==> config.mk <==
export PLATFORM = sky130hd
export DESIGN_NAME = tics_div
export DESIGN_NICKNAME = d
export VERILOG_FILES = /design/src/rtl/core/tabulated_inverse_cdf_sampler_assert.svh /design/src/rtl/core/tics_div.sv
export SDC_FILE = /design/constraint.sdc
export NUM_CORES = 1
export LEC_CHECK = 0
export ABC_CLOCK_PERIOD_IN_PS = 2950
export BUFFER_PORTS_ARGS = -buffer_cell sky130_fd_sc_hd__clkbuf_2
export CAP_MARGIN = 40
export CORE_MARGIN = 5
export CORE_UTILIZATION = 49
export CTS_BUF_LIST = sky130_fd_sc_hd__clkbuf_4 sky130_fd_sc_hd__clkbuf_8 sky130_fd_sc_hd__clkbuf_16
export CTS_CLUSTER_DIAMETER = 200
export DETAILED_ROUTE_END_ITERATION = 6
export PLACE_DENSITY = 0.76
export SETUP_SLACK_MARGIN = 0.1
export SYNTH_ARGS = -nofsm -noshare
export SYNTH_HDL_FRONTEND = slang
export SYNTH_SLANG_ARGS = --single-unit
export TNS_END_PERCENT = 100
==> constraint.sdc <==
create_clock -name clk -period 2.95 [get_ports clk]
set_input_delay 0.59 -clock clk [delete_from_list [all_inputs] [get_ports clk]]
set_output_delay 0.59 -clock clk [all_outputs]
set_load 0.02 [all_outputs]
==> src/rtl/core/tabulated_inverse_cdf_sampler_assert.svh <==
// assertion macros for the tabulated inverse cdf sampler
// depends on nothing; included by the top level only
`ifndef TABULATED_INVERSE_CDF_SAMPLER_ASSERT_SVH
`define TABULATED_INVERSE_CDF_SAMPLER_ASSERT_SVH

// same-cycle implication
`define TICS_ASSERT_NOW(label, ck, rs, ante, cons, msg) \
  label: assert property (@(posedge ck) disable iff (rs) (ante) |-> (cons)) \
    else $error(msg);

// next-cycle implication
`define TICS_ASSERT_NEXT(label, ck, rs, ante, cons, msg) \
  label: assert property (@(posedge ck) disable iff (rs) (ante) |=> (cons)) \
    else $error(msg);

`endif

==> src/rtl/core/tics_div.sv <==
// restoring divider, one quotient bit per cycle
// expects num < den * 2^Q_W so the quotient fits Q_W bits
`timescale 1ns / 1ps

module tics_div #(
  parameter int CUM_W = 26,
  parameter int Q_W   = 32
) (
  input  logic                   clk,
  input  logic                   rst,
  input  logic                   go,
  input  logic [CUM_W+Q_W-1:0]   num,
  input  logic [CUM_W-1:0]       den,
  output logic                   done,
  output logic [Q_W-1:0]         quot
);

  localparam int SW = $clog2(Q_W + 1);

  logic [CUM_W-1:0] rem;
  logic [CUM_W-1:0] den_r;
  logic [Q_W-1:0]   shf;
  logic [SW-1:0]    steps;
  logic             run;
  logic [CUM_W:0]   trial;
  logic [CUM_W:0]   trial_sub;
  logic             take;

  // dividend bits shift out the top while quotient bits shift in
  assign trial     = {rem, shf[Q_W-1]};
  assign trial_sub = trial - {1'b0, den_r};
  assign take      = (trial >= {1'b0, den_r});
  assign quot      = shf;

  always_ff @(posedge clk) begin
    if (rst) begin
      run   <= 1'b0;
      done  <= 1'b0;
      steps <= '0;
    end else begin
      done <= 1'b0;
      if (go) begin
        run   <= 1'b1;
        steps <= SW'(Q_W);
      end else if (run) begin
        steps <= steps - SW'(1);
        if (steps == SW'(1)) begin
          run  <= 1'b0;
          done <= 1'b1;
        end
      end
    end
  end

  always_ff @(posedge clk) begin
    if (go) begin
      rem   <= num[CUM_W+Q_W-1:Q_W];
      shf   <= num[Q_W-1:0];
      den_r <= den;
    end else if (run) begin
      rem <= take ? trial_sub[CUM_W-1:0] : trial[CUM_W-1:0];
      shf <= {shf[Q_W-2:0], take};
    end
  end

endmodule

==> results.py <==
metrics = {
    "yosys": {
        "synth_mux_area_frac": 0.1157,
        "synth_top_family_by_area": "compound AO/OA/AOI/OAI gates",
        "async_flop_share": 0,
        "synth_compound_area_frac": 0.1173,
        "ys_ff_latch": 92,
        "synth_edf_count": 84,
        "yosysWarnings": 0,
        "yosysSeqAreaShare": 0.5093,
        "syn_nets": 572,
        "synth_top_area_cell": "edfxtp_1",
        "synth_area_um2": 5268,
        "yosys-top-cells-area": "edfxtp_1 48%, mux2_2 11%, ha_1 6.7%",
        "synth_cell_types": 52,
        "synthSimpleGateAreaFrac": 0.1055,
        "synthAdderAreaFrac": 0.07031,
        "synth_cells": 456,
        "synth_top_area_frac": 0.4789,
        "synth_xor_area_frac": 0.04157,
        "synth-main-ff-cell": "edfxtp_1",
        "synth.avg_cell_area_um2": 11.55,
    },
    "drt": {
        "vias": 4023,
        "routedWlPerCell_um": 16.95,
        "drt.antenna.violating_nets": 0,
        "drt_iter0_drc": 248,
        "wirelength_um": 12550,
        "drc": 0,
        "vias_per_cell": 5.436,
        "firstDrtPassIters": 4,
    },
    "cells_and_area": {
        "mostFrequentLayoutCell": "clkbuf_2",
        "stdcell_count": 740,
        "utilization": 0.6320,
        "antennaDiodeCount": 0,
        "design_area_um2": 6583,
        "multi_input_area_um2": 2547,
        "fillerInstances": 890,
        "area_growth_pct": 24.96,
        "fin_nets": 715,
        "drive_above_1_share": 0.4106,
        "final_cell_mix": "118 x clkbuf_2, 84 x edfxtp_1, 51 x mux2_2",
        "layout.area.seq_um2": 2683,
    },
    "power_and_ir_drop": {
        "swShare": 0.3558,
        "leakagePower_nw": 2.845,
        "power.share.combinational": 0.482,
        "intPower_mw": 3.465,
        "clkPwrFrac": 0.169,
        "ir_worst_vdd_uv": 522.4,
        "cellPowerDensity_nw_per_um2": 817.1,
        "power.total_mw": 5.379,
        "p_sw_mw": 1.914,
        "seq_power_share": 0.349,
    },
    "sta": {
        "rsz0062_at_grt": "yes",
        "fin_ws_ps": 160.1,
        "period_needed_ps": 2790,
        "slew_viol_final": 0,
        "fmax_ghz": 0.3584,
        "fin_crit_sh": 0.9457,
        "finalSetupViolCount": 0,
        "clock_skew_ps": 21.49,
        "tightest_slew_ps": 523.6,
        "slew_headroom": 0.6497,
        "final-hold-violation-count": 0,
        "hold_slack_ps": 372.3,
        "fin_setup_tns_ps": 0,
    },
    "worst_setup_path": {
        "cp.required_ps": 3090,
        "worstSetupPathType": "flop to flop",
        "r2r_setup_slack_ps": 160,
        "crit_path_end": "rem[6]",
        "path_cells": "ha_4 > buf_6 > and4_4 > and3_4 > nand4_1 > and3_1 > nand3_2 > and2_4 > buf_4 > mux2_2 > mux2_2",
        "r2r_start": "rem[17]",
        "crit_path_start": "rem[17]",
        "r2r_end": "rem[6]",
        "worst-path-max-fanout": 6,
        "crit_path_end_kind": "flop",
        "cp-start-kind": "flop",
        "arrival_ps": 2930,
        "crit_path_top_delay_cell": "edfxtp_1",
        "path_common_cell": "mux2_2",
        "reg2reg_depth": 11,
        "max_stage_delay_ps": 460,
    },
    "clock_tree": {
        "clockBufferDepth": 2,
        "cts.clk_slew.worst_paths_ps": 100,
        "numCtsBuffers": 9,
        "clkLatencyLatePin_ps": 380,
        "cts_tree": "done",
        "cts-root-buf": "clkbuf_8",
        "h-tree-depth": 3,
        "clock_sinks": 92,
    },
    "place": {
        "numPortBuffers": 119,
        "placed_cells": 721,
        "pre_cts_slack_ps": 82.29,
        "dp_hpwl_um": 9271,
        "placed_cell_area_um2": 6237,
        "gp_congestion": 0.8729,
    },
    "floorplan": {
        "die_x_um": 113.7,
        "die-area_um2": 12920,
        "row_count": 37,
        "die_h_um": 113.7,
        "ios": 120,
        "start_util": 0.5057,
        "core-area_um2": 10420,
    },
    "global_routing": {
        "grt_max_degree": 59,
        "grt_pass1_wl_um": 20310,
        "gr-usage-all-layers": 0.1962,
        "grt_overflow_total": 0,
        "antenna_found_initial": 1,
        "grt_pass1_vias": 4219,
    },
    "hold_path": {
        "hp-class": "input port to flop",
    },
    "status": {
        "status": "finished, final reports clean",
    },
    "flow_run": {
        "maxCapViolations": 0,
    },
}
synthesized netlist by cell type (5+ instances only):
cell and count:
xor2_1 12, nand4_1 6, inv_1 38, edfxtp_1 84, dfxtp_1 8, clkbuf_1 6, nand3_1 6, a221o_1 5
and3_1 6, ha_1 28, a21oi_1 41, nand2_1 25, nor2b_1 10, xnor2_1 13, o21ai_0 12, nor3_1 10
a21o_1 11, nor2_1 25, mux2_2 51
sequential cells by signal, summed over array words and instances, names as in the netlist:
signal and flops:
quot 32, den_r 26, rem 26, steps 6, done 1, run 1
worst min path at each step:
stage | start | endpoint | slack (ps) | depth (start not counted)
final | den[6] | den_r[6] | 370 | 1
after global routing | den[6] | den_r[6] | 360 | 1
after CTS | den[6] | den_r[6] | 360 | 1
after detailed placement | steps[1] | steps[1] | 500 | 2
after global placement | steps[0] | steps[0] | 470 | 2
after floorplan | steps[0] | steps[0] | 460 | 2
timing repair:
action                     in CTS  in global routing
setup buffers                   1                  2
setup endpoints to repair       4                 20
gates resized for setup         3                 26
hold endpoints to repair        0                  0
hold buffers                    0                  0
pin swaps                       0                 12
final cells by class:
type	instances	share of cell area
Sequential cell	92	0.4075
Multi-Input combinational cell	312	0.3870
Timing Repair Buffer	146	0.1258
Clock buffer	14	0.02984
Tap cell	136	0.02585
Inverter	38	0.02167
Clock inverter	2	0.002281
cell families (layout without fill, tap and decap cells):
kind of cell / after synthesis / count (layout)
compound gates: 95 / 95
buf+inv: 52 / 200
mux: 54 / 54
simple gates: 109 / 109
xor+xnor: 25 / 25
fa+ha+maj: 29 / 29
flops: 92 / 92
power by group through the flow:
stage / clock network (mW) / logic, mW / registers [mW]
5_1_grt: 0.992 / 2.84 / 1.90
4_1_cts: 0.936 / 2.45 / 1.87
3_3_place_gp: 0 / 2.36 / 1.88
6_report: 0.910 / 2.59 / 1.88
2_1_floorplan: 0 / 1.72 / 1.92
3_5_place_dp: 0 / 2.42 / 1.89
worst max-delay path: cells and delay by family, from the launching register on:
family | cells | cell delay (ps)
DFF | 1 | 460
buffers and inverters | 2 | 260
and+or+nand+nor | 6 | 920
muxes | 2 | 590
adders and majority gates | 1 | 310
metal layers:
| layer | global-route usage | vias up | routed length, µm |
|---|---|---|---|
| met3 | 0.07851 | 19 | 1132 |
| met4 | 0.05128 | 2 | 185 |
| met2 | 0.3231 | 144 | 6023 |
| met1 | 0.2405 | 1889 | 5191 |
| met5 | 0 | - | 11 |
| li1 | - | 1969 | - |
No activity file was read; power rests on OpenSTA's default activity.
