$ cat src/rtl/core/tabulated_inverse_cdf_sampler_assert.svh
// assertion macros for the tabulated inverse cdf sampler
// depends on nothing; included by the top level only
`ifndef TABULATED_INVERSE_CDF_SAMPLER_ASSERT_SVH
`define TABULATED_INVERSE_CDF_SAMPLER_ASSERT_SVH

// same-cycle implication
`define TICS_ASSERT_NOW(label, ck, rs, ante, cons, msg) \
  label: assert property (@(posedge ck) disable iff (rs) (ante) |-> (cons)) \
    else $error(msg);

// next-cycle implication
`define TICS_ASSERT_NEXT(label, ck, rs, ante, cons, msg) \
  label: assert property (@(posedge ck) disable iff (rs) (ante) |=> (cons)) \
    else $error(msg);

`endif

$ cat src/rtl/core/tics_scale.sv
// byte-serial signed x unsigned fraction product, floor(diff * frac / 2^FW)
// no dependencies
`timescale 1ns / 1ps

module tics_scale #(
  parameter int DW = 34,
  parameter int FW = 32
) (
  input  logic                 clk,
  input  logic                 rst,
  input  logic                 go,
  input  logic signed [DW-1:0] diff,
  input  logic [FW-1:0]        frac,
  output logic                 done,
  output logic signed [DW-1:0] acc_out
);

  localparam int STEPS = FW / 8;
  localparam int SW    = $clog2(STEPS + 1);
  localparam int AW    = DW + 9;

  logic signed [DW-1:0] diff_r;
  logic [FW-1:0]        frac_r;
  logic signed [AW-1:0] acc;
  logic signed [AW-1:0] prod;
  logic signed [AW-1:0] sum;
  logic [SW-1:0]        steps;
  logic                 run;

  // low byte first; the shift after each byte keeps the floor exact
  assign prod    = diff_r * $signed({1'b0, frac_r[7:0]});
  assign sum     = acc + prod;
  assign acc_out = acc[DW-1:0];

  always_ff @(posedge clk) begin
    if (rst) begin
      run   <= 1'b0;
      done  <= 1'b0;
      steps <= '0;
    end else begin
      done <= 1'b0;
      if (go) begin
        run   <= 1'b1;
        steps <= SW'(STEPS);
      end else if (run) begin
        steps <= steps - SW'(1);
        if (steps == SW'(1)) begin
          run  <= 1'b0;
          done <= 1'b1;
        end
      end
    end
  end

  always_ff @(posedge clk) begin
    if (go) begin
      diff_r <= diff;
      frac_r <= frac;
      acc    <= '0;
    end else if (run) begin
      acc    <= sum >>> 8;
      frac_r <= frac_r >> 8;
    end
  end

endmodule

$ cat config.mk
export PLATFORM = sky130hd
export DESIGN_NAME = tics_scale
export DESIGN_NICKNAME = d
export VERILOG_FILES = /design/src/rtl/core/tabulated_inverse_cdf_sampler_assert.svh /design/src/rtl/core/tics_scale.sv
export SDC_FILE = /design/constraint.sdc
export NUM_CORES = 1
export LEC_CHECK = 0
export BUFFER_PORTS_ARGS = -buffer_cell sky130_fd_sc_hd__buf_2
export CORE_ASPECT_RATIO = 0.8
export CORE_MARGIN = 3
export CORE_UTILIZATION = 57
export DETAILED_ROUTE_END_ITERATION = 12
export PLACE_DENSITY = 0.76
export SETUP_SLACK_MARGIN = 0.3
export SLEW_MARGIN = 25
export SYNTH_ARGS = -nofsm -noshare
export SYNTH_HDL_FRONTEND = slang
export SYNTH_SLANG_ARGS = --single-unit
$ cat constraint.sdc
create_clock -name clk -period 5.7 [get_ports clk]
set_clock_uncertainty 0.05 [all_clocks]
set_input_delay 0.285 -clock clk [delete_from_list [all_inputs] [get_ports clk]]
set_output_delay 0.285 -clock clk [all_outputs]
set_load 0.005 [all_outputs]
==> load_flow_metrics.sql, run 1 <==
INSERT INTO impl_metrics (metric_group, metric, value, unit) VALUES
('run_status', 'run_status', 'complete, but fails checks', ''),
('run_status', 'violated_checks', 'setup timing', ''),
('detailed_routing', 'antenna_left', '0', ''),
('synth', 'synth_ff_type', 'edfxtp_1', ''),
('placed_design', 'hpwlAfterDp', '27100', 'um'),
('worst_setup_path', 'cp-start-kind', 'register', ''),
('clock_network', 'insertion_delay', '0.39', 'ns'),
('die', 'pin_count', '104', ''),
('clock_network', 'clockBufferDepth', '2', ''),
('synth', 'mappedNetlistNets', '1805', ''),
('layout', 'final_cell_mix', 'inv_1 (287), fa_1 (239), and2_1 (174)', ''),
('sta', 'setup_repair_after_global_routing_missed_its_margin', 'true', ''),
('die', 'chipWidth', '181', 'um'),
('grt', 'first_pass_grt_wire_length', '59400', 'um'),
('detailed_routing', 'drt-wirelength-per-cell', '20.0', 'um'),
('detailed_routing', 'drt_pre_antenna_iters', '5', ''),
('synth', 'seq_area_frac_synth', '20.0', '%'),
('synth', 'postSynthAreaPerCell', '9.98', 'um^2'),
('clock_network', 'tritoncts', 'built', ''),
('placed_design', 'gp_routability_congestion', '0.952', ''),
('sta', 'finalCritPeriodShare', '101', '%'),
('clock_network', 'clkTransAtPathRegs', '0.10', 'ns'),
('detailed_routing', 'initialDrtViolationCount', '902', ''),
('synth', 'post_synth_cell_types', '57', ''),
('layout', 'design.final.nets', '1946', ''),
('worst_setup_path', 'worst_setup_path_end_kind', 'register', ''),
('sta', 'tightestPinTransition', '0.916', 'ns'),
('placed_design', 'pre_cts_slack', '-0.246', 'ns'),
('grt', 'grt.total_usage', '28.8', '%'),
('synth', 'ys_seq_elements', '106', ''),
('worst_setup_path', 'required_worst_endpoint', '5.89', 'ns'),
('layout', 'areaGrowthSynthToFinish', '17.4', '%'),
('detailed_routing', 'remaining_drc_errors', '0', ''),
('grt', 'first_global_vias', '11100', ''),
('synth', 'count_of_mapped_cells_out_of_synthesis', '1396', ''),
('hold_path', 'holdCritPathClass', 'in2reg', ''),
('die', 'die_area', '26400', 'um^2'),
('layout', 'post_route_cells_drive_above_1_share', '23.2', '%'),
('die', 'floorplan.initialDensity', '58.8', '%'),
('sta', 'slew_headroom', '38.9', '%'),
('clock_network', 'clock-sinks', '106', ''),
('layout', 'postLayoutCoreUtil', '69.0', '%'),
('flow_run', 'maxCapViolCount', '0', ''),
('synth', 'synth_area', '13900', 'um^2'),
('grt', 'pin_count_of_the_biggest_net_entering_global_routing', '68', ''),
('clock_network', 'cts_inserted_buffers', '9', ''),
('worst_setup_path', 'timing_worst_setup_path_type', 'reg2reg', ''),
('layout', 'mostFrequentLayoutCell', 'inv_1', ''),
('worst_setup_path', 'critical_path_arrival', '5.91', 'ns'),
('layout', 'fin_area', '16400', 'um^2'),
('sta', 'final.min_clock_period', '5.73', 'ns'),
('grt', 'number_of_antenna_violations_at_the_first_check_in_global_routing', '2', ''),
('grt', 'overflow_left_after_global_routing', '0', ''),
('die', 'std_cell_rows', '50', ''),
('sta', 'fmax', '175', 'MHz'),
('layout', 'finalNonFillerCells', '1854', ''),
('placed_design', 'placed_area', '15000', 'um^2'),
('placed_design', 'dp.cells', '1788', ''),
('detailed_routing', 'vias', '10300', ''),
('sta', 'hold_viol_final', '0', ''),
('layout', 'antennaDiodeCount', '0', ''),
('synth', 'synth_enable_flop_cells', '66', ''),
('detailed_routing', 'drt_wl_total', '37000', 'um'),
('sta', 'setup_viol', '3', ''),
('die', 'design.core.area', '23700', 'um^2'),
('detailed_routing', 'route.detailed.vias_per_inst', '5.58', ''),
('sta', 'postLayoutSetupSlackWorst', '-0.0286', 'ns'),
('clock_network', 'clock-root-buffer', 'clkbuf_16', ''),
('synth', 'synth_async_sr_flop_share', '0', '%'),
('die', 'floorplan.die.height', '146', 'um'),
('clock_network', 'h-tree-depth', '3', ''),
('sta', 'report.final.slew_viol_count', '0', ''),
('worst_setup_path', 'cp_max_fo', '7', ''),
('synth', 'ys.warnings.count', '0', ''),
('placed_design', 'port_buffers', '103', '');
==> critical path: stages (launching register included) <==
cell and delay, ns:
edfxtp_1 0.44, buf_6 0.14, buf_16 0.12, nand2_4 0.05, fa_1 0.56, inv_2 0.04, fa_1 0.50, fa_1 0.53
fa_1 0.55, inv_2 0.04, fa_1 0.52, inv_2 0.05, ha_4 0.32, a21oi_2 0.06, o211ai_1 0.20, o21ai_2 0.11
o21a_2 0.26, o21ba_4 0.22, buf_6 0.14, o21bai_4 0.19, buf_6 0.15, a21boi_2 0.06, xnor2_1 0.17, o22ai_1 0.09
==> final cells by class <==
type / instances / area (um^2)
inverters: 297 / 1120
multi-input cells: 918 / 10200
fillers: 1734 / 7360
flip-flops and latches: 106 / 2780
clock buffers: 9 / 225
repair buffers: 205 / 1540
clock inverters: 7 / 91.3
well taps: 312 / 390
==> cells in the mapped netlist, types with 13 or more instances <==
cell      instances  area, um^2
a21o_1           15         113
a21oi_1          41         205
and2_1          174        1090
buf_4            34         255
clkbuf_1         35         131
dfxtp_1          40         801
edfxtp_1         66        1980
fa_1            247        4940
ha_1             93        1160
inv_1           296        1110
mux2_2           24         270
mux2i_1          13         130
nand2_1         135         507
nor2_1           34         128
o22ai_1          13        81.3
xnor2_1          23         201
xor2_1           15         131
==> metrics by stage <==
stage	hold slack [ns]	TNS, ns
2_1_floorplan	0.304	0
6_report	0.0151	-0.0549
3_5_place_dp	0.413	-2.03
5_1_grt	0.00187	-3.46
4_1_cts	0.00443	0
3_3_place_gp	0.412	-0.965
==> sequential cells by signal (all words and copies together), names as in the netlist <==
signal  count
acc        35
done        1
frac_r     32
run         1
steps       3
diff_r     34
==> metal layers <==
metal	routed length (um)	track usage (%)
met3	3800	9.15
met5	20	0
met2	17000	43.5
met4	857	8.44
met1	15400	40.2
==> what timing repair did <==
item / CTS / global route
setup buffers: 32 / 14
resized for setup: 94 / 51
endpoints found under the setup margin: 26 / 30
gates cloned: 4 / 0
pin swaps: 50 / 59
hold buffers: 0 / 0
==> kinds of logic after synthesis <==
kind of cell               count (synthesis)  share of synthesized area [%]
AOI/OAI and AO/OA                        126                           6.04
xor gates and xnor gates                  38                           2.39
adders and majority gates                340                           43.8
buffers and inverters                    372                           11.0
DFF                                      106                           20.0
muxes                                     37                           2.87
and+or+nand+nor                          377                           13.9
==> path summary, 6_finish.rpt <==
kind,start,endpoint,slack [ns],cells past startpoint
worst min-delay path,diff[29],diff_r[29],0.02,1
worst min register to register,steps[1],steps[1],0.44,2
worst max register to register,frac_r[0],acc[20],-0.03,23
worst max-delay path,frac_r[0],acc[20],-0.03,23
Power of run 1 is left out: the tool's default activity adds up to more than one toggle a clock period on the data nets, which glitch-free logic cannot reach.
==> run 2: changes to the inputs <==
CORE_UTILIZATION = 58   (was 57)
CTS_BUF_LIST = sky130_fd_sc_hd__clkbuf_4   (was not set)
GPL_ROUTABILITY_DRIVEN = 0   (was not set)
PLACE_DENSITY = 0.77   (was 0.76)
==> load_flow_metrics.sql, run 2 (synthesized netlist as in run 1, its figures left out) <==
INSERT INTO impl_metrics (metric_group, metric, value, unit) VALUES
('sta', 'hold_viol_final', '0', ''),
('clock_network', 'clkTransAtPathRegs', '0.25', 'ns'),
('detailed_routing', 'route.detailed.vias_per_inst', '5.46', ''),
('layout', 'multiInputGateArea', '10300', 'um^2'),
('sta', 'postLayoutSetupSlackWorst', '-0.155', 'ns'),
('detailed_routing', 'drt_wl_total', '36700', 'um'),
('die', 'design.core.area', '23500', 'um^2'),
('die', 'std_cell_rows', '50', ''),
('worst_setup_path', 'critical_path_arrival', '6.29', 'ns'),
('grt', 'pin_count_of_the_biggest_net_entering_global_routing', '65', ''),
('sta', 'slew_headroom', '40.3', '%'),
('hold_path', 'hold_start', 'go', ''),
('hold_path', 'holdPathEnd', 'diff_r[27]', ''),
('grt', 'first_pass_grt_wire_length', '57800', 'um'),
('detailed_routing', 'vias', '10500', ''),
('sta', 'setup_viol', '7', ''),
('clock_network', 'h-tree-depth', '3', ''),
('grt', 'number_of_antenna_violations_at_the_first_check_in_global_routing', '2', ''),
('layout', 'largest_reg_flops', '35', ''),
('worst_setup_path', 'r2r_setup_slack', '-0.16', 'ns'),
('flow_run', 'maxCapViolCount', '0', ''),
('detailed_routing', 'antenna_left', '0', ''),
('placed_design', 'placed_area', '14900', 'um^2'),
('run_status', 'violated_checks', 'setup timing', ''),
('clock_network', 'clock-sinks', '106', ''),
('clock_network', 'insertion_delay', '0.59', 'ns'),
('worst_setup_path', 'cp-start-kind', 'register', ''),
('worst_setup_path', 'timing_worst_setup_path_type', 'reg2reg', ''),
('worst_setup_path', 'cp_max_fo', '7', ''),
('die', 'floorplan.initialDensity', '59.2', '%'),
('clock_network', 'tritoncts', 'built', ''),
('layout', 'mostFrequentLayoutCell', 'inv_1', ''),
('placed_design', 'hpwlAfterDp', '25900', 'um'),
('detailed_routing', 'initialDrtViolationCount', '915', ''),
('run_status', 'run_status', 'complete, but fails checks', ''),
('layout', 'register_name_with_the_most_flops', 'acc', ''),
('layout', 'postLayoutCoreUtil', '72.1', '%'),
('die', 'pin_count', '104', ''),
('sta', 'tightestPinTransition', '0.895', 'ns'),
('die', 'die_area', '25900', 'um^2'),
('die', 'floorplan.die.height', '145', 'um'),
('worst_setup_path', 'regToRegStartpoint', 'frac_r[0]', ''),
('sta', 'setup_repair_after_global_routing_missed_its_margin', 'true', ''),
('grt', 'overflow_left_after_global_routing', '0', ''),
('layout', 'seqCellArea', '2780', 'um^2'),
('placed_design', 'port_buffers', '103', ''),
('die', 'chipWidth', '179', 'um'),
('sta', 'finalCritPeriodShare', '103', '%'),
('layout', 'fin_area', '17000', 'um^2'),
('clock_network', 'cts_inserted_buffers', '9', ''),
('layout', 'final_cell_mix', 'inv_1 (274), fa_1 (240), and2_1 (172)', ''),
('clock_network', 'clockBufferDepth', '2', ''),
('layout', 'post_route_cells_drive_above_1_share', '23.4', '%'),
('sta', 'report.final.slew_viol_count', '0', ''),
('layout', 'reg.largest.list', 'acc x35, diff_r x34, frac_r x32', ''),
('detailed_routing', 'drt-wirelength-per-cell', '19.1', 'um'),
('detailed_routing', 'drt_pre_antenna_iters', '5', ''),
('worst_setup_path', 'reg2regPathDepth', '24', ''),
('worst_setup_path', 'critical_path.reg2reg.endpoint', 'acc[19]', ''),
('sta', 'final.min_clock_period', '5.86', 'ns'),
('sta', 'fmax', '171', 'MHz'),
('grt', 'first_global_vias', '11000', ''),
('layout', 'design.final.nets', '2012', ''),
('clock_network', 'clock-root-buffer', 'clkbuf_4', ''),
('grt', 'grt.total_usage', '29.1', '%'),
('detailed_routing', 'remaining_drc_errors', '0', ''),
('worst_setup_path', 'required_worst_endpoint', '6.13', 'ns'),
('worst_setup_path', 'worst_setup_path_end_kind', 'register', ''),
('layout', 'num-fill-cells', '1593', ''),
('hold_path', 'hold-path-cell-count', '1', ''),
('layout', 'areaGrowthSynthToFinish', '21.8', '%'),
('hold_path', 'holdCritPathClass', 'in2reg', '');
-- run 2: worst max-delay path, cell delays in order, from the launching register on --
cell and delay (ns):
edfxtp_1 0.45, buf_6 0.13, buf_6 0.11, buf_16 0.14
nand2_2 0.07, fa_1 0.56, inv_1 0.06, fa_1 0.51
fa_1 0.47, fa_1 0.50, inv_1 0.05, fa_1 0.49
inv_2 0.06, ha_4 0.24, a21oi_2 0.18, o21ai_1 0.10
o21ai_2 0.23, o21a_1 0.19, o21ba_4 0.19, buf_8 0.15
o21bai_4 0.10, buf_6 0.14, a21oi_2 0.20, xor2_1 0.27
o22ai_1 0.10
-- run 2: how the worst max path moves through the flow --
stage | depth (start not counted) | to | start
final | 24 | acc[19] | frac_r[0]
after detailed placement | 20 | acc[24] | frac_r[3]
after CTS | 22 | acc[33] | frac_r[0]
after global routing | 24 | acc[19] | frac_r[0]
after global placement | 19 | acc[24] | diff_r[15]
after floorplan | 24 | acc[34] | frac_r[1]
-- run 2: layer usage --
| layer | wire, um | GRT usage (%) | share of wire (%) | vias up |
|---|---|---|---|---|
| met3 | 3180 | 7.24 | 8.7 | 78 |
| met1 | 15500 | 40.9 | 42 | 5240 |
| met4 | 1010 | 8.26 | 2.7 | 0 |
| met2 | 17100 | 45.2 | 46 | 502 |
| met5 | 0 | 0 | 0 | - |
| li1 | - | - | - | 4682 |
-- run 2: per-stage QoR --
step | setup TNS (ns) | cells | hold WS (ns) | worst slack [ns]
6_report | -0.360 | 1923 | 0.0998 | -0.155
3_3_place_gp | 0 | 1783 | 0.412 | 0.0290
3_5_place_dp | -0.455 | 1783 | 0.413 | -0.102
2_1_floorplan | 0 | 1396 | 0.304 | 0.282
5_1_grt | -2.82 | 1923 | 0.0823 | -0.271
4_1_cts | -0.00128 | 1898 | 0.0830 | -0.00128
-- run 2: cell type report --
| class | count | area share, % |
|---|---|---|
| diodes | 3 | 0.0443 |
| clock buffers | 9 | 0.398 |
| clock inverters | 7 | 0.494 |
| inverters | 297 | 6.58 |
| multi-input cells | 918 | 60.8 |
| flip-flops and latches | 106 | 16.4 |
| well taps | 312 | 2.30 |
| repair buffers | 271 | 13.0 |
-- run 2: what timing repair did --
action	4_1_cts	5_1_grt
gates cloned	4	1
pin swaps	48	98
endpoints found under the hold margin	71	0
hold buffers	67	0
setup buffers	28	21
gates resized for setup	72	114
setup endpoints to repair	24	30
Power of run 2 is left out for the same reason.
